[src/sv/bpro_pkg.sv]
// ----------------------------------------------------------------------------
// bpro_pkg: block partition range and owner lookup package
// Item types, controller states, control/status bundles and fixed widths.
// ----------------------------------------------------------------------------
`default_nettype none

package bpro_pkg;

	localparam int MAX_VERTICES = 1048576;
	localparam int MAX_RANKS    = 1024;

	localparam int VERT_W = 21;
	localparam int RCFG_W = 11;
	localparam int RANK_W = 10;
	localparam int DIV_STEPS = VERT_W;
	localparam int DCNT_W = $clog2(DIV_STEPS);

	// opcodes
	localparam logic OP_RANGE = 1'b0;
	localparam logic OP_OWNER = 1'b1;

	// configuration register indexes
	localparam logic CFG_VERTEX_COUNT = 1'b0;
	localparam logic CFG_RANK_COUNT   = 1'b1;

	typedef struct packed {
		logic              opcode;
		logic [VERT_W-1:0] query_value;
	} query_item_t;

	typedef struct packed {
		logic [RANK_W-1:0] owner_rank;
		logic [VERT_W-1:0] range_low;
		logic [VERT_W-1:0] range_high;
		logic              bad_query;
	} result_item_t;

	typedef enum logic [2:0] {
		ST_IDLE,
		ST_DIV,
		ST_SEL,
		ST_CMP,
		ST_LAST,
		ST_DONE
	} bpro_state_t;

	// controller -> datapath
	typedef struct packed {
		logic load;
		logic div_step;
		logic mul;
		logic cmp;
		logic res;
		logic emit;
	} bpro_cmd_t;

	// datapath -> controller
	typedef struct packed {
		logic bad;
		logic div_last;
		logic found;
		logic out_free;
	} bpro_sts_t;

endpackage

`default_nettype wire

[src/sv/bpro_ctrl.sv]
// ----------------------------------------------------------------------------
// bpro_ctrl: lookup sequencer
// Steps one query through division, binary search and result hand-off.
// ----------------------------------------------------------------------------
`default_nettype none

module bpro_ctrl import bpro_pkg::*; (
	input  wire logic      clk,
	input  wire logic      arst_n,
	input  wire logic      query_valid,
	output logic           query_ready,
	input  wire bpro_sts_t sts,
	output bpro_cmd_t      cmd
);

	bpro_state_t state_q, state_d;

	// hold state
	always_ff @(posedge clk or negedge arst_n) begin
		if (!arst_n) begin
			state_q <= ST_IDLE;
		end else begin
			state_q <= state_d;
		end
	end

	// next state and commands
	always_comb begin
		state_d     = state_q;
		cmd         = '0;
		query_ready = 1'b0;
		unique case (state_q)
			ST_IDLE: begin
				query_ready = 1'b1;
				if (query_valid) begin
					cmd.load = 1'b1;
					state_d  = ST_DIV;
				end
			end
			ST_DIV: begin
				if (sts.bad) begin
					state_d = ST_DONE;
				end else begin
					cmd.div_step = 1'b1;
					if (sts.div_last) state_d = ST_SEL;
				end
			end
			ST_SEL: begin
				cmd.mul = 1'b1;
				state_d = sts.found ? ST_LAST : ST_CMP;
			end
			ST_CMP: begin
				cmd.cmp = 1'b1;
				state_d = ST_SEL;
			end
			ST_LAST: begin
				cmd.res = 1'b1;
				state_d = ST_DONE;
			end
			ST_DONE: begin
				if (sts.out_free) begin
					cmd.emit = 1'b1;
					state_d  = ST_IDLE;
				end
			end
			default: begin
				state_d = ST_IDLE;
			end
		endcase
	end

endmodule

`default_nettype wire

[src/sv/bpro_dp.sv]
// ----------------------------------------------------------------------------
// bpro_dp: lookup datapath
// Config registers, restoring divider, search bounds, block bound arithmetic
// and the result register.
// ----------------------------------------------------------------------------
`default_nettype none

module bpro_dp import bpro_pkg::*; (
	input  wire logic              clk,
	input  wire logic              arst_n,
	input  wire logic              cfg_valid,
	input  wire logic              cfg_index,
	input  wire logic [VERT_W-1:0] cfg_data,
	input  wire query_item_t       query,
	input  wire bpro_cmd_t         cmd,
	output bpro_sts_t              sts,
	output logic                   result_valid,
	input  wire logic              result_ready,
	output result_item_t           result
);

	logic [VERT_W-1:0] vertex_count_q;
	logic [RCFG_W-1:0] rank_count_q;
	logic [VERT_W-1:0] nv_eff;
	logic [RCFG_W-1:0] nr_eff;

	logic [VERT_W-1:0] q_q;
	logic              bad_q;
	logic [RANK_W-1:0] a_q, b_q, rank_q;
	logic [RCFG_W-1:0] rem_q;
	logic [VERT_W-1:0] quo_q;
	logic [DCNT_W-1:0] cnt_q;
	logic [VERT_W-1:0] prod_q;
	result_item_t      res_q;
	logic              out_valid_q;
	result_item_t      out_q;

	logic              load_bad;
	logic [RCFG_W:0]   div_rr;
	logic              div_ge;
	logic [RCFG_W:0]   div_sub;
	logic [RANK_W:0]   ab_sum;
	logic [RANK_W-1:0] mid;
	logic [RANK_W-1:0] sel_r;
	logic [RANK_W+VERT_W-1:0] mul_full;
	logic              r_lt;
	logic [RANK_W-1:0] extra;
	logic [VERT_W:0]   lo_w, hi_w;

	// configuration writes
	always_ff @(posedge clk or negedge arst_n) begin
		if (!arst_n) begin
			vertex_count_q <= '0;
			rank_count_q   <= RCFG_W'(1);
		end else if (cfg_valid) begin
			if (cfg_index == CFG_VERTEX_COUNT) vertex_count_q <= cfg_data;
			else rank_count_q <= cfg_data[RCFG_W-1:0];
		end
	end

	// clamp config to supported limits
	always_comb begin
		if (rank_count_q == '0) nr_eff = RCFG_W'(1);
		else if (rank_count_q > RCFG_W'(MAX_RANKS)) nr_eff = RCFG_W'(MAX_RANKS);
		else nr_eff = rank_count_q;
		if (vertex_count_q > VERT_W'(MAX_VERTICES)) nv_eff = VERT_W'(MAX_VERTICES);
		else nv_eff = vertex_count_q;
	end

	// range check of the incoming item
	always_comb begin
		if (query.opcode == OP_RANGE) begin
			load_bad = query.query_value >= VERT_W'(nr_eff);
		end else begin
			load_bad = (query.query_value == '0) || (query.query_value > nv_eff);
		end
	end

	// one restoring divide step
	assign div_rr  = {rem_q, quo_q[VERT_W-1]};
	assign div_ge  = div_rr >= {1'b0, nr_eff};
	assign div_sub = div_rr - {1'b0, nr_eff};

	// search midpoint and rank select
	assign ab_sum = {1'b0, a_q} + {1'b0, b_q};
	assign mid    = ab_sum[RANK_W:1];
	assign sel_r  = (a_q == b_q) ? a_q : mid;
	assign mul_full = sel_r * quo_q;

	// block bounds of rank_q: base in quo_q, remainder in rem_q
	assign r_lt  = {1'b0, rank_q} < rem_q;
	assign extra = r_lt ? rank_q : rem_q[RANK_W-1:0];
	assign lo_w  = {1'b0, prod_q} + {{(VERT_W-RANK_W+1){1'b0}}, extra} + (VERT_W+1)'(1);
	assign hi_w  = lo_w + {1'b0, quo_q} + (VERT_W+1)'(r_lt);

	// working registers
	always_ff @(posedge clk) begin
		if (cmd.load) begin
			q_q   <= query.query_value;
			rem_q <= '0;
			quo_q <= nv_eff;
			cnt_q <= '0;
			if (query.opcode == OP_RANGE) begin
				a_q <= query.query_value[RANK_W-1:0];
				b_q <= query.query_value[RANK_W-1:0];
			end else begin
				a_q <= '0;
				b_q <= RANK_W'(nr_eff - RCFG_W'(1));
			end
			res_q <= '{owner_rank: '0, range_low: '0, range_high: '0, bad_query: 1'b1};
		end
		if (cmd.div_step) begin
			rem_q <= div_ge ? div_sub[RCFG_W-1:0] : div_rr[RCFG_W-1:0];
			quo_q <= {quo_q[VERT_W-2:0], div_ge};
			cnt_q <= cnt_q + DCNT_W'(1);
		end
		if (cmd.mul) begin
			rank_q <= sel_r;
			prod_q <= mul_full[VERT_W-1:0];
		end
		if (cmd.cmp) begin
			if (q_q < hi_w[VERT_W-1:0]) b_q <= rank_q;
			else a_q <= rank_q + RANK_W'(1);
		end
		if (cmd.res) begin
			res_q <= '{owner_rank: rank_q, range_low: lo_w[VERT_W-1:0],
				range_high: hi_w[VERT_W-1:0], bad_query: 1'b0};
		end
		if (cmd.emit) out_q <= res_q;
	end

	// bad flag of the item in flight
	always_ff @(posedge clk or negedge arst_n) begin
		if (!arst_n) begin
			bad_q <= 1'b0;
		end else if (cmd.load) begin
			bad_q <= load_bad;
		end
	end

	// output register valid
	always_ff @(posedge clk or negedge arst_n) begin
		if (!arst_n) begin
			out_valid_q <= 1'b0;
		end else if (cmd.emit) begin
			out_valid_q <= 1'b1;
		end else if (result_ready) begin
			out_valid_q <= 1'b0;
		end
	end

	assign sts.bad      = bad_q;
	assign sts.div_last = cnt_q == DCNT_W'(DIV_STEPS - 1);
	assign sts.found    = (a_q == b_q);
	assign sts.out_free = !out_valid_q || result_ready;

	assign result_valid = out_valid_q;
	assign result       = out_q;

endmodule

`default_nettype wire

[src/sv/block_partition_range_and_owner.sv]
// ----------------------------------------------------------------------------
// block_partition_range_and_owner: block distribution owner lookup
// Returns a rank's vertex range, or finds the rank owning a vertex.
//
//   channel | signals                                   | dir
//   --------+-------------------------------------------+-----
//   query   | query_valid, query_ready, query           | in
//   result  | result_valid, result_ready, result        | out
//   config  | cfg_valid, cfg_ready, cfg_index, cfg_data | in
//
// One item at a time. A valid query runs through the bit-serial divider, then
// up to 10 binary-search steps (multiply then compare), then to the output
// register; a range query needs a single multiply and no compare. An
// out-of-range query skips the divider and the search. One multiplier is
// shared by all search steps. A finished item waits in the output register
// while the next query is taken; a finished item holds in its last state
// while the receiver still stalls the one before it.
// Config writes are always accepted. Reset sets vertex_count 0 and
// rank_count 1.
// ----------------------------------------------------------------------------
`default_nettype none

module block_partition_range_and_owner import bpro_pkg::*; (
	input  wire logic              clk,
	input  wire logic              arst_n,
	input  wire logic              query_valid,
	output logic                   query_ready,
	input  wire query_item_t       query,
	output logic                   result_valid,
	input  wire logic              result_ready,
	output result_item_t           result,
	input  wire logic              cfg_valid,
	output logic                   cfg_ready,
	input  wire logic              cfg_index,
	input  wire logic [VERT_W-1:0] cfg_data
);

	bpro_cmd_t cmd;
	bpro_sts_t sts;

	assign cfg_ready = 1'b1;

	bpro_ctrl u_ctrl (
		.clk         (clk),
		.arst_n      (arst_n),
		.query_valid (query_valid),
		.query_ready (query_ready),
		.sts         (sts),
		.cmd         (cmd)
	);

	bpro_dp u_dp (
		.clk          (clk),
		.arst_n       (arst_n),
		.cfg_valid    (cfg_valid),
		.cfg_index    (cfg_index),
		.cfg_data     (cfg_data),
		.query        (query),
		.cmd          (cmd),
		.sts          (sts),
		.result_valid (result_valid),
		.result_ready (result_ready),
		.result       (result)
	);

endmodule

`default_nettype wire

[config.mk]
export PLATFORM = sky130hd
export DESIGN_NAME = block_partition_range_and_owner
export DESIGN_NICKNAME = d
export VERILOG_FILES = /design/src/sv/bpro_pkg.sv /design/src/sv/bpro_ctrl.sv /design/src/sv/bpro_dp.sv /design/src/sv/block_partition_range_and_owner.sv
export SDC_FILE = /design/constraint.sdc
export NUM_CORES = 1
export LEC_CHECK = 0
export ABC_AREA = 1
export BUFFER_PORTS_ARGS = -buffer_cell sky130_fd_sc_hd__buf_2
export CORE_ASPECT_RATIO = 0.9
export CORE_MARGIN = 2
export CORE_UTILIZATION = 57
export DETAILED_ROUTE_END_ITERATION = 10
export PLACE_DENSITY = 0.77
export SLEW_MARGIN = 40
export SYNTH_ARGS = -nofsm -noshare
export SYNTH_HDL_FRONTEND = slang
export SYNTH_HIERARCHICAL = 1
export SYNTH_SLANG_ARGS = --single-unit
[constraint.sdc]
create_clock -name clk -period 8.8 [get_ports clk]
set_input_delay 0.44 -clock clk [delete_from_list [all_inputs] [get_ports clk]]
set_output_delay 0.44 -clock clk [all_outputs]
set_load 0.1 [all_outputs]
Word-level counts from Yosys, hierarchy flattened
Cells that the tools add are included.
W data, S select, Z words.
{"block": "word_totals", "ff_bits": 252, "output_inout_bits": 56}
{"block": "op_classes", "n_bitwise": 1, "addsub": 9, "multipliers": 1, "order_cmp": 7, "reduce_logical": 12, "eq_ne": 10, "n_mux": 41}
{"operator": "$mux W53", "count": 2}
{"operator": "$mux W10", "count": 10}
{"operator": "$mux W21", "count": 3}
{"operator": "$mux W11", "count": 5}
{"operator": "$add A21 B1 Y21", "count": 1}
{"operator": "$add A21 B1 Y21 const B", "count": 1}
{"operator": "$add A21 B10 Y21", "count": 1}
{"operator": "$add A21 B21 Y21", "count": 1}
{"operator": "$ge A21 B11 Y1", "count": 1}
{"operator": "$gt A21 B21 Y1", "count": 1}
{"operator": "$gt A21 B21 Y1 const B", "count": 1}
{"operator": "$logic_not A21 Y1", "count": 1}
{"operator": "$lt A21 B21 Y1", "count": 1}
{"operator": "$mul A10 B21 Y21", "count": 1}
{"operator": "$pmux W3 S6", "count": 1}
{"operator": "$mux W3", "count": 5}
{"operator": "$mux W1", "count": 13}
{"operator": "$ge A12 B11 Y1", "count": 1}
{"operator": "$add A10 B10 Y11", "count": 1}
{"operator": "$gt A11 B11 Y1 const B", "count": 1}
{"operator": "$logic_not A11 Y1", "count": 1}
{"operator": "$lt A10 B11 Y1", "count": 1}
{"operator": "$sub A11 B11 Y11", "count": 1}
{"operator": "$add A10 B1 Y10 const B", "count": 1}
{"operator": "other kinds (17)", "count": 25}

Depth between registers and ports, before layout
Gate-level depths: netlist (run 1).
{"block": "depth", "ltp_word": 9, "mapped_depth": 44, "mapped_depth_nobuf": 43}

Cells and area by module
The synthesis (run 1) kept the hierarchy.
{"mod": "bpro_dp", "cells_per_inst": 2036, "seq_area_each_um2": 7098.1, "n_inst": 1, "area_each_um2": 18328.8}
{"mod": "bpro_ctrl", "cells_per_inst": 47, "seq_area_each_um2": 75.1, "n_inst": 1, "area_each_um2": 302.8}
{"mod": "block_partition_range_and_owner", "cells_per_inst": 2, "seq_area_each_um2": 0.0, "n_inst": 1, "area_each_um2": 11.3}

Least setup slack after synthesis (run 1)
OpenSTA, ideal clock, no wires.
{"block": "synth_path", "path_type": "register -> register", "startpoint": "reg u_dp.a_q[0]", "endpoint": "reg u_dp.prod_q[18], data pin", "path_stages_with_launch": 35, "slack_ns": 2.384, "required_ns": 8.542, "path_buffers": 1, "arrival_ns": 6.158, "path_cell_list": "dfxtp_1 ha_1 fa_1 nand3_1 nand2_1 nand2_1 nand2_1 nand2_1 nand2_1 inv_1 clkbuf_1 nand2_1 fa_1 inv_1 fa_1 inv_1 fa_1 inv_1 fa_1 inv_1 fa_1 inv_1 ha_1 nand2_1 nor2_1 nand2_1 o211ai_1 o21bai_1 a31oi_1 o21ai_0 nand2_1 nand2_1 nand2_1 nand2_1 xor2_1"}
{"block": "synth_between", "elab_chain_cells": 3, "word_cells_on_any_way": 4, "classes_between": "add/sub: 1; mul: 1; eq/ne: 1; mux: 1"}
{"element": "start: declaration", "line_no": "bpro_dp.sv:29", "text": "logic [RANK_W-1:0] a_q, b_q, rank_q;"}
{"element": "start signal: assignment", "line_no": "bpro_dp.sv:104", "text": "a_q <= query.query_value[RANK_W-1:0];"}
{"element": "start signal: assignment", "line_no": "bpro_dp.sv:123", "text": "else a_q <= rank_q + RANK_W'(1);"}
{"element": "$add A10 B10 Y11 or $eq A10 B10 Y1 (tied branches)", "line_no": "bpro_dp.sv:85, bpro_dp.sv:87"}
{"element": "$mux W10 (*)", "line_no": "bpro_dp.sv:87", "text": "assign sel_r = (a_q == b_q) ? a_q : mid;"}
{"element": "named net u_dp.sel_r[3]", "line_no": "bpro_dp.sv:44", "text": "logic [RANK_W-1:0] sel_r;"}
{"element": "$mul A10 B21 Y21 (*)", "line_no": "bpro_dp.sv:88", "text": "assign mul_full = sel_r * quo_q;"}
{"element": "named net u_dp.mul_full[18]", "line_no": "bpro_dp.sv:45", "text": "logic [RANK_W+VERT_W-1:0] mul_full;"}
{"element": "end signal: assignment", "line_no": "bpro_dp.sv:119", "text": "prod_q <= mul_full[VERT_W-1:0];"}
{"element": "end: declaration", "line_no": "bpro_dp.sv:33", "text": "logic [VERT_W-1:0] prod_q;"}
The timed path passes the listed nets; every way through them passes the cells marked *.
A chain may end at the register's enable or synchronous reset.

Worst setup path after layout (run 1)
{"block": "layout_path", "startpoint": "reg u_dp.rank_q[8]", "endpoint": "reg u_dp.a_q[5]"}
{"block": "layout_between", "elab_chain_cells": 9}
{"element": "start: declaration", "line_no": "bpro_dp.sv:29"}
{"element": "start signal: assignment", "line_no": "bpro_dp.sv:118", "text": "rank_q <= sel_r;"}
{"element": "$lt A10 B11 Y1", "line_no": "bpro_dp.sv:91", "text": "assign r_lt = {1'b0, rank_q} < rem_q;"}
{"element": "$mux W10", "line_no": "bpro_dp.sv:92", "text": "assign extra = r_lt ? rank_q : rem_q[RANK_W-1:0];"}
{"element": "$add A21 B10 Y21", "line_no": "bpro_dp.sv:93", "text": "assign lo_w = {1'b0, prod_q} + {{(VERT_W-RANK_W+1){1'b0}}, extra} + (VERT_W+1)'(1);"}
{"element": "$add A21 B1 Y21", "line_no": "bpro_dp.sv:93"}
{"element": "$add A21 B21 Y21", "line_no": "bpro_dp.sv:94", "text": "assign hi_w = lo_w + {1'b0, quo_q} + (VERT_W+1)'(r_lt);"}
{"element": "$add A21 B1 Y21 (*)", "line_no": "bpro_dp.sv:94"}
{"element": "$lt A21 B21 Y1 (*)", "line_no": "bpro_dp.sv:122", "text": "if (q_q < hi_w[VERT_W-1:0]) b_q <= rank_q;"}
{"element": "$mux W10 (*)", "line_no": "bpro_dp.sv:122"}
{"element": "$mux W10 (*)", "line_no": "bpro_dp.sv:121", "text": "if (cmd.cmp) begin"}
Every way passes the cells marked *; elsewhere a longest branch is shown, timed or not.

==> impl_summary.log, run 1 <==
[metrics] post-detailed-route DRC marker count: 0
[metrics] final number of setup-violating endpoints: 0
[metrics] Reg clk slew, reported paths: 0.06 ns
[metrics] H-tree depth: 1
[metrics] Critical Path Start Type: flop
[metrics] global-route wire length before repair: 82220 um
[metrics] via count of the first global-routing pass: 15050
[metrics] WL final: 52330 um
[metrics] clock tree from TritonCTS: done
[metrics] Max Root-Sink Buffers: 3
[metrics] Worst setup endpoint: u_dp/a_q[5]$_DFF_P_
[metrics] max_cap viols: 0
[metrics] Top cell by count, worst path: sky130_fd_sc_hd__nand2_1
[metrics] Tmin final: 8.161 ns
[metrics] Post-DP HPWL: 41710 um
[metrics] Worst slew margin: 49.44%
[metrics] basic-gate share of the synthesized area counting and, or, nand and nor cells: 18.13%
[metrics] post-synthesis compound-gate area fraction: 8.463%
[metrics] Fin Setup TNS: 0 ns
[metrics] gr ovfl total: 0
[metrics] number of buffer and inverter stages on the critical path: 5
[metrics] post-DR vias/cell: 5.824
[metrics] dominant combinational cell family by area after synthesis: adder cells
[metrics] beginning of the critical path: u_dp/rank_q[8]$_DFFE_PP_
[metrics] Yosys cell types: 58
[metrics] biggest cell delay along the critical path: 0.62 ns
[metrics] setup slack of the most critical reg-to-reg path: 0.64 ns
[metrics] root buffer cell: sky130_fd_sc_hd__clkbuf_16
[metrics] Max FO, Critical Path: 20
[metrics] commonest non-fill, non-tap cells in the layout: sky130_fd_sc_hd__nand2_1, sky130_fd_sc_hd__inv_1, sky130_fd_sc_hd__nor2_1
[metrics] share of synthesized area spent on multiplexers: 0.5973%
[metrics] nature of the critical path endpoint: flop
[metrics] fmax: 0.1225 GHz
[metrics] initial antenna violation count: 2
[metrics] EDFF count, synth: 194
[metrics] xor/xnor share of the synthesized area: 3.477%
[metrics] total number of yosys warnings: 6
[metrics] number of design-rule violations left by the first detailed-router iteration: 1554
[metrics] final weighted congestion in routability-driven placement: 1.038
[metrics] antenna-violating nets left: 0
[metrics] global routing usage on met3: 6.144%
[metrics] Netlist Area Pre-Place: 0.01864 mm2
[metrics] net count after synthesis: 2403
[metrics] count of cell instances traversed by the critical path: 38
[metrics] die width: 194.6 um
[metrics] adder-cell share of the synthesized area: 22.68%
[metrics] Req. time, crit path: 9.22 ns
[metrics] Fillers: 2648
[metrics] initial standard-cell utilization of the core: 58.19%
[metrics] First-pass DRT Iterations: 6
[metrics] part of the Yosys area used for sequential elements: 38.48%
[metrics] Worst-Skew Late Latency: 0.56 ns
[metrics] number of cell rows: 62
[metrics] most common library cell in the layout ignoring fill and taps: sky130_fd_sc_hd__nand2_1
[metrics] CTS sink cnt: 252
[metrics] post-synthesis average cell area: 8.941 um2
[metrics] startpoint of the worst register-to-register path: u_dp/rank_q[8]$_DFFE_PP_
[metrics] Synth-to-Final Area Change: 9.745%
[metrics] global route hottest layer: met2
[metrics] setup repair after global routing missed its margin: false
[metrics] status: finished clean
[metrics] placeable core region: 0.03204 mm2
[metrics] detailed-route via count: 15230
[metrics] count of buffers inserted at the top-level ports: 103
[metrics] arrival time at the worst endpoint: 8.58 ns
[metrics] number of register bits inferred by synthesis: 252
[metrics] worst r2r path cells: 38
[metrics] largest net degree at the start of global routing: 53
[metrics] ports placed on the boundary: 105
[metrics] critical register-to-register path endpoint: u_dp/a_q[5]$_DFF_P_
[metrics] number of antenna repair diodes: 0
[metrics] Final #Nets: 2497
[metrics] Worst Hold Class: in2reg
[metrics] Syn Inst Count: 2085
[metrics] CTS Buf Count: 27
[metrics] height of the die: 175.6 um
[metrics] Worst Max-Slew Pin Slew: 0.7573 ns
[metrics] main flop type after synthesis: sky130_fd_sc_hd__edfxtp_1
[metrics] CP delay by family, top: compound AO/OA/AOI/OAI gates
[metrics] global routing usage on met1: 42.76%
[metrics] M2 GR Usage: 49.75%
[metrics] part of the cycle the worst path needs: 92.74%
[metrics] Setup CP Type: reg2reg
[metrics] fraction of layout cells with a size suffix above 1: 9.186%
[metrics] share of flip-flops with an asynchronous set or reset after synthesis: 14.68%
[metrics] largest clock skew in the final design: 0.01320 ns
[metrics] final count of hold timing violations: 0
[metrics] die area: 0.03417 mm2
[metrics] count of final max-slew check failures: 0
[metrics] gr usage total: 31.18%
[metrics] WL per Instance: 20.01 um
[metrics] Slowest-stage cell, CP: sky130_fd_sc_hd__edfxtp_1
==> flip-flops by register name (all words and copies together), names as in the netlist <==
register             flops
u_ctrl/state_q           3
u_dp/a_q                10
u_dp/b_q                10
u_dp/bad_q               1
u_dp/cnt_q               5
u_dp/prod_q             21
u_dp/q_q                21
u_dp/quo_q              21
u_dp/rank_count_q       11
u_dp/rank_q             10
u_dp/rem_q              11
u_dp/res_q              53
u_dp/result             53
u_dp/result_valid        1
u_dp/vertex_count_q     21
==> repair_timing <==
action | CTS | global route
buffers inserted | 0 | 0
endpoints found under the setup margin | 0 | 6
resized for setup | 0 | 2
hold buffers | 1 | 0
endpoints found under the hold margin | 36 | 0
==> logic make-up (layout without fill, tap and decap cells) <==
logic type / Yosys count / in the layout
buf+inv: 397 / 511
xor+xnor: 74 / 74
mux: 10 / 10
flops: 252 / 252
fa+ha+maj: 269 / 269
other cells: 1 / 1
compound gates: 281 / 281
simple gates: 801 / 801
==> metal layers <==
layer	wire, um	vias up
met3	5130	135
met1	21950	7312
li1	-	7007
met4	1973	0
met5	0	-
met2	23280	775
==> worst register-to-register path: cells and delay by family, from the launching register on <==
| kind | cells | cell delay [ns] |
|---|---|---|
| AO/OA/AOI/OAI | 11 | 2.69 |
| AND/OR/NAND/NOR | 16 | 1.97 |
| adder cells (fa/ha/maj) | 4 | 1.42 |
| XOR/XNOR | 2 | 0.67 |
| buffers and inverters | 5 | 0.65 |
| flip-flops | 1 | 0.62 |
==> cell usage after synthesis, types with 21 or more instances <==
cell type | instances | area [um2]
sky130_fd_sc_hd__nand2_1 | 411 | 1543
sky130_fd_sc_hd__edfxtp_1 | 194 | 5826
sky130_fd_sc_hd__dfrtp_1 | 36 | 900.9
sky130_fd_sc_hd__nand4_1 | 28 | 175.2
sky130_fd_sc_hd__nor2_1 | 218 | 818.3
sky130_fd_sc_hd__inv_1 | 343 | 1287
sky130_fd_sc_hd__xnor2_1 | 24 | 210.2
sky130_fd_sc_hd__dfxtp_1 | 21 | 420.4
sky130_fd_sc_hd__fa_1 | 115 | 2302
sky130_fd_sc_hd__nand3_1 | 73 | 365.4
sky130_fd_sc_hd__o21ai_0 | 104 | 520.5
sky130_fd_sc_hd__xor2_1 | 50 | 437.9
sky130_fd_sc_hd__ha_1 | 154 | 1927
sky130_fd_sc_hd__a21oi_1 | 103 | 515.5
sky130_fd_sc_hd__clkbuf_1 | 35 | 131.4
==> final cells by class <==
type | count | area (um2) | area share [%]
Multi-Input combinational cell | 1436 | 9991 | 48.83
Inverter | 352 | 1324 | 6.470
Clock buffer | 35 | 758.2 | 3.706
Timing Repair Buffer | 110 | 573.1 | 2.801
Tap cell | 416 | 520.5 | 2.544
Clock inverter | 14 | 120.1 | 0.5871
Sequential cell | 252 | 7173 | 35.06
==> worst min-delay path by stage <==
| stage | start | end | slack (ns) | cells after the start |
|---|---|---|---|---|
| finish | cfg_data[15] | u_dp/vertex_count_q[15]$_DFFE_PN0P_ | 0.12 | 2 |
| global route | cfg_data[19] | u_dp/vertex_count_q[19]$_DFFE_PN0P_ | 0.11 | 2 |
| CTS | cfg_data[15] | u_dp/vertex_count_q[15]$_DFFE_PN0P_ | 0.10 | 2 |
| detailed placement | u_dp/res_q[12]$_DFFE_PP_ | u_dp/result[12]$_DFFE_PP_ | 0.40 | 0 |
| global placement | u_dp/res_q[10]$_DFFE_PP_ | u_dp/result[10]$_DFFE_PP_ | 0.40 | 0 |
| floorplan | arst_n | u_ctrl/state_q[0]$_DFFE_PN0P_ | 0.14 | 0 |
==> metrics by stage <==
stage	cell area (um2)	utilization, %	hold WS, ns	setup WS [ns]	instances
6_report	20460	63.86	0.1154	0.6392	2615
4_1_cts	20450	63.84	0.1043	0.6339	2615
3_3_place_gp	19550	61.01	0.4014	0.6736	2565
2_1_floorplan	18640	-	0.1444	2.384	2085
3_5_place_dp	19570	61.07	0.4045	0.6667	2565
5_1_grt	20460	63.86	0.1064	0.2019	2615
Power of run 1 is not shown: default switching activity piles up to over one toggle a cycle in this logic, so the estimate is an artifact.
==> run 2, diff against run 1 <==
PLACE_DENSITY = 0.75   (was 0.77)
==> run 2 against run 1 <==
  * Sequential cell count unchanged
  * Utilization decreased by 0.18 points
  * Hold slack better by 0.0055 ns
  * Final cell count about the same
  * Critical path depth stayed put
  * Final area decreased by 0.29%
  * Die area unchanged
  * Global-route usage down 0.32 points
  * Critical endpoint unchanged
==> impl_summary.log, run 2 (synthesis gave the netlist of run 1 again) <==
[metrics] Post-DP HPWL: 41310 um (-0.94%)
[metrics] multi-input logic area: 0.009983 mm2 (about the same)
[metrics] initial standard-cell utilization of the core: 58.19% (unchanged)
[metrics] gr usage total: 30.86% (-0.32 points)
[metrics] WL final: 51870 um (-0.88%)
[metrics] Max FO, Critical Path: 20 (unchanged)
[metrics] post-DR vias/cell: 5.802 (-0.37%)
[metrics] via count of the first global-routing pass: 14850 (-1.3%)
[metrics] most common library cell in the layout ignoring fill and taps: sky130_fd_sc_hd__nand2_1
[metrics] number of design-rule violations left by the first detailed-router iteration: 1529 (-1.6%)
[metrics] Synth-to-Final Area Change: 9.429%
[metrics] Setup CP Type: reg2reg
[metrics] Fillers: 2609 (-1.5%)
[metrics] clock tree from TritonCTS: done
[metrics] final worst-path setup slack: 0.6720 ns (+0.03276 ns)
[metrics] largest net degree at the start of global routing: 55 (+3.8%)
[metrics] final number of setup-violating endpoints: 0 (unchanged)
[metrics] global-route wire length before repair: 80880 um (-1.6%)
[metrics] Final #Nets: 2498 (+0.040%)
[metrics] Max Root-Sink Buffers: 3 (unchanged)
[metrics] First-pass DRT Iterations: 5 (-1)
[metrics] Slowest-stage cell, CP: sky130_fd_sc_hd__edfxtp_1
[metrics] Worst-Skew Late Latency: 0.56 ns (about the same)
[metrics] initial antenna violation count: 0 (-2)
[metrics] worst-case setup slack after placement: 0.7823 ns (+0.1156 ns)
[metrics] height of the die: 175.6 um (unchanged)
[metrics] fraction of layout cells with a size suffix above 1: 9.190% (about the same)
[metrics] placeable core region: 0.03204 mm2 (unchanged)
[metrics] largest clock skew in the final design: 0.01122 ns (-0.001978 ns)
[metrics] root buffer cell: sky130_fd_sc_hd__clkbuf_16
[metrics] final count of hold timing violations: 0 (unchanged)
[metrics] H-tree depth: 1 (unchanged)
[metrics] die area: 0.03417 mm2 (unchanged)
[metrics] fmax: 0.1230 GHz (+0.40%)
[metrics] arrival time at the worst endpoint: 8.57 ns (about the same)
[metrics] CTS sink cnt: 252 (unchanged)
[metrics] ports placed on the boundary: 105 (unchanged)
[metrics] gr ovfl total: 0 (unchanged)
[metrics] CTS Buf Count: 27 (unchanged)
[metrics] post-detailed-route DRC marker count: 0 (unchanged)
[metrics] Tmin final: 8.128 ns (-0.03276 ns)
[metrics] final weighted congestion in routability-driven placement: 0.9971 (-3.9%)
[metrics] Fin Setup TNS: 0 ns (unchanged)
[metrics] Reg clk slew, reported paths: 0.06 ns (about the same)
[metrics] biggest cell delay along the critical path: 0.59 ns (-0.03 ns)
[metrics] die width: 194.6 um (unchanged)
[metrics] max_cap viols: 0 (unchanged)
[metrics] Worst slew margin: 49.81% (+0.37 points)
[metrics] Worst Max-Slew Pin Slew: 0.7528 ns (-0.004442 ns)
[metrics] Critical Path Start Type: flop
[metrics] WL per Instance: 19.84 um (-0.85%)
[metrics] post-CTS setup-driven buffer insertion count: 0 (unchanged)
[metrics] Post-Route Utilization: 63.68% (-0.18 points)
[metrics] Worst Hold Class: in2reg
[metrics] number of cell rows: 62 (unchanged)
[metrics] nature of the critical path endpoint: flop
[metrics] Final Hold Slack: 0.1209 ns (+0.005523 ns)
[metrics] count of final max-slew check failures: 0 (unchanged)
[metrics] count of buffers inserted at the top-level ports: 103 (unchanged)
[metrics] commonest non-fill, non-tap cells in the layout: sky130_fd_sc_hd__nand2_1, sky130_fd_sc_hd__inv_1, sky130_fd_sc_hd__nor2_1
[metrics] detailed-route via count: 15170 (-0.41%)
[metrics] number of antenna repair diodes: 0 (unchanged)
[metrics] area used by sequential logic in the layout: 0.007173 mm2 (unchanged)
[metrics] antenna-violating nets left: 0 (unchanged)
[metrics] setup repair after global routing missed its margin: false
[metrics] Req. time, crit path: 9.25 ns (+0.03 ns)
[metrics] status: finished clean
[metrics] part of the cycle the worst path needs: 92.36% (-0.37 points)
## run 2: cell count changes in the layout (fill, tap and decap cells not counted), sizes merged
cell,change
clkbuf,+1
clkinvlp,-1
bufinv,-1
inv,-1
buf,+1
## run 2: path summary, 6_finish.rpt
kind                                          start                                  end  slack, ns  cells past startpoint
setup / recovery           u_dp/rank_q[8]$_DFFE_PP_                  u_dp/a_q[5]$_DFF_P_       0.67                     38
hold / removal                         cfg_data[12]  u_dp/vertex_count_q[12]$_DFFE_PN0P_       0.12                      2
setup reg to reg           u_dp/rank_q[8]$_DFFE_PP_                  u_dp/a_q[5]$_DFF_P_       0.67                     38
hold reg to reg            u_dp/res_q[36]$_DFFE_PP_            u_dp/result[36]$_DFFE_PP_       0.41                      0
max in group asynchronous                    arst_n     u_dp/rank_count_q[0]$_DFFE_PN1P_       8.06                      2
min in group asynchronous                    arst_n  u_dp/vertex_count_q[13]$_DFFE_PN0P_       0.39                      2
## run 2: worst max-delay path, delay by kind of cell (launching register included)
kind,cells,cell delay [ns]
AO/OA/AOI/OAI,12,2.47
AND/OR/NAND/NOR,15,2.01
XOR/XNOR,2,0.60
buffers and inverters,4,0.68
adder cells (fa/ha/maj),5,1.67
flip-flops,1,0.59
## run 2: cell type report
cell class / instances / area share, %
flip-flops and latches: 252 / 35.16
repair buffers: 111 / 2.846
well taps: 416 / 2.551
inverters: 352 / 6.489
clock buffers: 36 / 3.631
clock inverters: 11 / 0.3864
multi-input cells: 1436 / 48.94
## run 2: through the flow
| step | cells | area, um2 |
|---|---|---|
| 2_1_floorplan | 2085 | 18640 |
| 3_3_place_gp | 2566 | 19550 |
| 3_5_place_dp | 2566 | 19560 |
| 4_1_cts | 2613 | 20380 |
| 5_1_grt | 2614 | 20400 |
| 6_report | 2614 | 20400 |
## run 2: routing by layer
metal / wire length, um / GRT usage, % / up-vias
met5: 0 / 0 / -
met4: 1708 / 9.872 / 0
met3: 6107 / 7.719 / 125
met2: 23230 / 49.03 / 822
met1: 20820 / 41.86 / 7204
li1: - / - / 7016
## run 2: timing repair
item,in CTS,in global routing
hold buffers,0,1
hold endpoints to repair,0,36
setup endpoints to repair,0,7
gates resized for setup,0,2
Power of run 2 is left out for the same reason.
==> run 3, diff against run 2 <==
CORE_UTILIZATION = 59   (was 57)
PLACE_DENSITY = 0.77   (was 0.75)
==> run 3 against run 2 <==
  * Final cell count is 0.11% lower
  * Die area fell by 3.3%
  * Critical path depth did not move
  * Non-clock buffer count down 1
  * Highest routed layer is now met5
  * Critical endpoint unchanged
  * Sequential cell count did not move
  * Clock-buffer cell count decreased by 4
  * Setup slack got worse by 0.069 ns
  * Global-route usage is 1.3 points higher
  * Routed wire length increased by 1.2%
  * First-iteration DRC count grew 13%
  * Register-to-register slack got worse by 0.07 ns
==> impl_summary.log, run 3 (synthesis gave the netlist of run 1 again) <==
[metrics] status: finished clean
[metrics] Reg clk slew, reported paths: 0.06 ns (about the same)
[metrics] Fin Setup TNS: 0 ns (unchanged)
[metrics] detailed-route via count: 15260 (+0.60%)
[metrics] fraction of layout cells with a size suffix above 1: 9.491% (+0.30 points)
[metrics] setup repair after global routing missed its margin: false
[metrics] Synth-to-Final Area Change: 9.873%
[metrics] Worst-Skew Late Latency: 0.57 ns (about the same)
[metrics] H-tree depth: 1 (unchanged)
[metrics] gr usage total: 32.12% (+1.3 points)
[metrics] antenna-violating nets left: 0 (unchanged)
[metrics] Setup CP Type: reg2reg
[metrics] ports placed on the boundary: 105 (unchanged)
[metrics] final weighted congestion in routability-driven placement: 1.042 (+4.5%)
[metrics] largest net degree at the start of global routing: 55 (unchanged)
[metrics] Worst slew margin: 47.49% (-2.3 points)
[metrics] WL final: 52470 um (+1.2%)
[metrics] die area: 0.03304 mm2 (-3.3%)
[metrics] Post-DP HPWL: 41510 um (+0.48%)
[metrics] initial antenna violation count: 3 (+3)
[metrics] WL per Instance: 20.10 um (+1.3%)
[metrics] clock tree from TritonCTS: done
[metrics] Slowest-stage cell, CP: sky130_fd_sc_hd__edfxtp_1
[metrics] number of cells traversed by the worst hold path: 2 (unchanged)
[metrics] count of final max-slew check failures: 0 (unchanged)
[metrics] height of the die: 172.6 um (-1.7%)
[metrics] root buffer cell: sky130_fd_sc_hd__clkbuf_16
[metrics] die width: 191.4 um (-1.7%)
[metrics] Tmin final: 8.197 ns (+0.06886 ns)
[metrics] gr ovfl total: 0 (unchanged)
[metrics] nature of the critical path endpoint: flop
[metrics] most common library cell in the layout ignoring fill and taps: sky130_fd_sc_hd__nand2_1
[metrics] biggest cell delay along the critical path: 0.62 ns (+0.03 ns)
[metrics] via count of the first global-routing pass: 14720 (-0.91%)
[metrics] initial standard-cell utilization of the core: 60.16% (+2.0 points)
[metrics] number of antenna repair diodes: 0 (unchanged)
[metrics] number of cell rows: 61 (-1.6%)
[metrics] global-route wire length before repair: 81340 um (+0.57%)
[metrics] Req. time, crit path: 9.22 ns (-0.03 ns)
[metrics] count of buffers inserted at the top-level ports: 103 (unchanged)
[metrics] worst-case setup slack after placement: 0.5363 ns (-0.2460 ns)
[metrics] Post-Route Utilization: 66.10% (+2.4 points)
[metrics] CTS sink cnt: 252 (unchanged)
[metrics] worst r2r path cells: 38 (unchanged)
[metrics] post-DR vias/cell: 5.844 (+0.72%)
[metrics] Max Root-Sink Buffers: 3 (unchanged)
[metrics] arrival time at the worst endpoint: 8.62 ns (+0.05 ns)
[metrics] Critical Path Start Type: flop
[metrics] First-pass DRT Iterations: 8 (+3)
[metrics] final worst-path setup slack: 0.6031 ns (-0.06886 ns)
[metrics] CTS Buf Count: 28 (+3.7%)
[metrics] fmax: 0.1220 GHz (-0.84%)
[metrics] commonest non-fill, non-tap cells in the layout: sky130_fd_sc_hd__nand2_1, sky130_fd_sc_hd__inv_1, sky130_fd_sc_hd__nor2_1
[metrics] post-detailed-route DRC marker count: 0 (unchanged)
[metrics] Worst Max-Slew Pin Slew: 0.7876 ns (+0.03478 ns)
[metrics] Final #Nets: 2498 (unchanged)
[metrics] largest clock skew in the final design: 0.02306 ns (+0.01184 ns)
[metrics] final count of hold timing violations: 0 (unchanged)
[metrics] Max FO, Critical Path: 20 (unchanged)
[metrics] part of the cycle the worst path needs: 93.15% (+0.78 points)
[metrics] max_cap viols: 0 (unchanged)
[metrics] number of design-rule violations left by the first detailed-router iteration: 1730 (+13%)
[metrics] final number of setup-violating endpoints: 0 (unchanged)
[metrics] placeable core region: 0.03099 mm2 (-3.3%)
[metrics] Worst Hold Class: in2reg
-- run 3: changes by cell type in the layout (fill, tap and decap cells not counted), sizes merged --
| cell | before | now |
|---|---|---|
| clkinv | 10 | 16 |
| clkinvlp | 0 | 2 |
| bufinv | 0 | 1 |
| clkbuf | 36 | 32 |
| buf | 110 | 109 |
-- run 3: stage by stage --
| step | hold slack (ns) | area (um2) | instances |
|---|---|---|---|
| CTS | 0.1017 | 20480 | 2611 |
| detailed placement | 0.4045 | 19560 | 2558 |
| global placement | 0.4019 | 19540 | 2558 |
| finish | 0.1162 | 20480 | 2611 |
| floorplan | 0.1444 | 18640 | 2085 |
| global route | 0.1105 | 20480 | 2611 |
-- run 3: path summary, 6_finish.rpt --
kind	start	endpoint	slack, ns
max	u_dp/rank_q[8]$_DFFE_PP_	u_dp/a_q[5]$_DFF_P_	0.60
min	cfg_data[16]	u_dp/vertex_count_q[16]$_DFFE_PN0P_	0.12
max reg2reg	u_dp/rank_q[8]$_DFFE_PP_	u_dp/a_q[5]$_DFF_P_	0.60
min reg2reg	u_dp/res_q[7]$_DFFE_PP_	u_dp/result[7]$_DFFE_PP_	0.42
max in group asynchronous	arst_n	u_dp/rank_count_q[0]$_DFFE_PN1P_	8.05
min in group asynchronous	arst_n	u_dp/result_valid$_DFFE_PN0P_	0.40
-- run 3: repair_timing --
item / in CTS / in global routing
setup endpoints to repair: 0 / 7
resized for setup: 0 / 2
endpoints found under the hold margin: 4 / 0
setup buffers: 0 / 0
hold buffers: 1 / 0
-- run 3: layout make-up --
type | count | area (um2)
Timing Repair Buffer | 110 | 573.1
Fill cell | 2600 | 10500
Inverter | 352 | 1324
Multi-Input combinational cell | 1436 | 9991
Clock inverter | 20 | 173.9
Clock buffer | 32 | 737.0
Tap cell | 409 | 511.7
Sequential cell | 252 | 7173
-- run 3: worst max-delay path, delay by kind of cell, from the launching register on --
| kind | cells | cell delay, ns |
|---|---|---|
| and+or+nand+nor | 15 | 2.02 |
| adders and majority gates | 5 | 1.64 |
| xor gates and xnor gates | 2 | 0.56 |
| AOI/OAI and AO/OA | 12 | 2.49 |
| buffers and inverters | 4 | 0.67 |
| DFF | 1 | 0.62 |
-- run 3: metal layers --
metal	GRT usage (%)	vias to the layer above	share of wire, %
met2	50.24	837	44
met4	10.71	4	3.9
met1	45.03	7250	41
met3	6.373	152	11
met5	0	-	0.046
li1	-	7015	-
Power of run 3 is left out for the same reason.
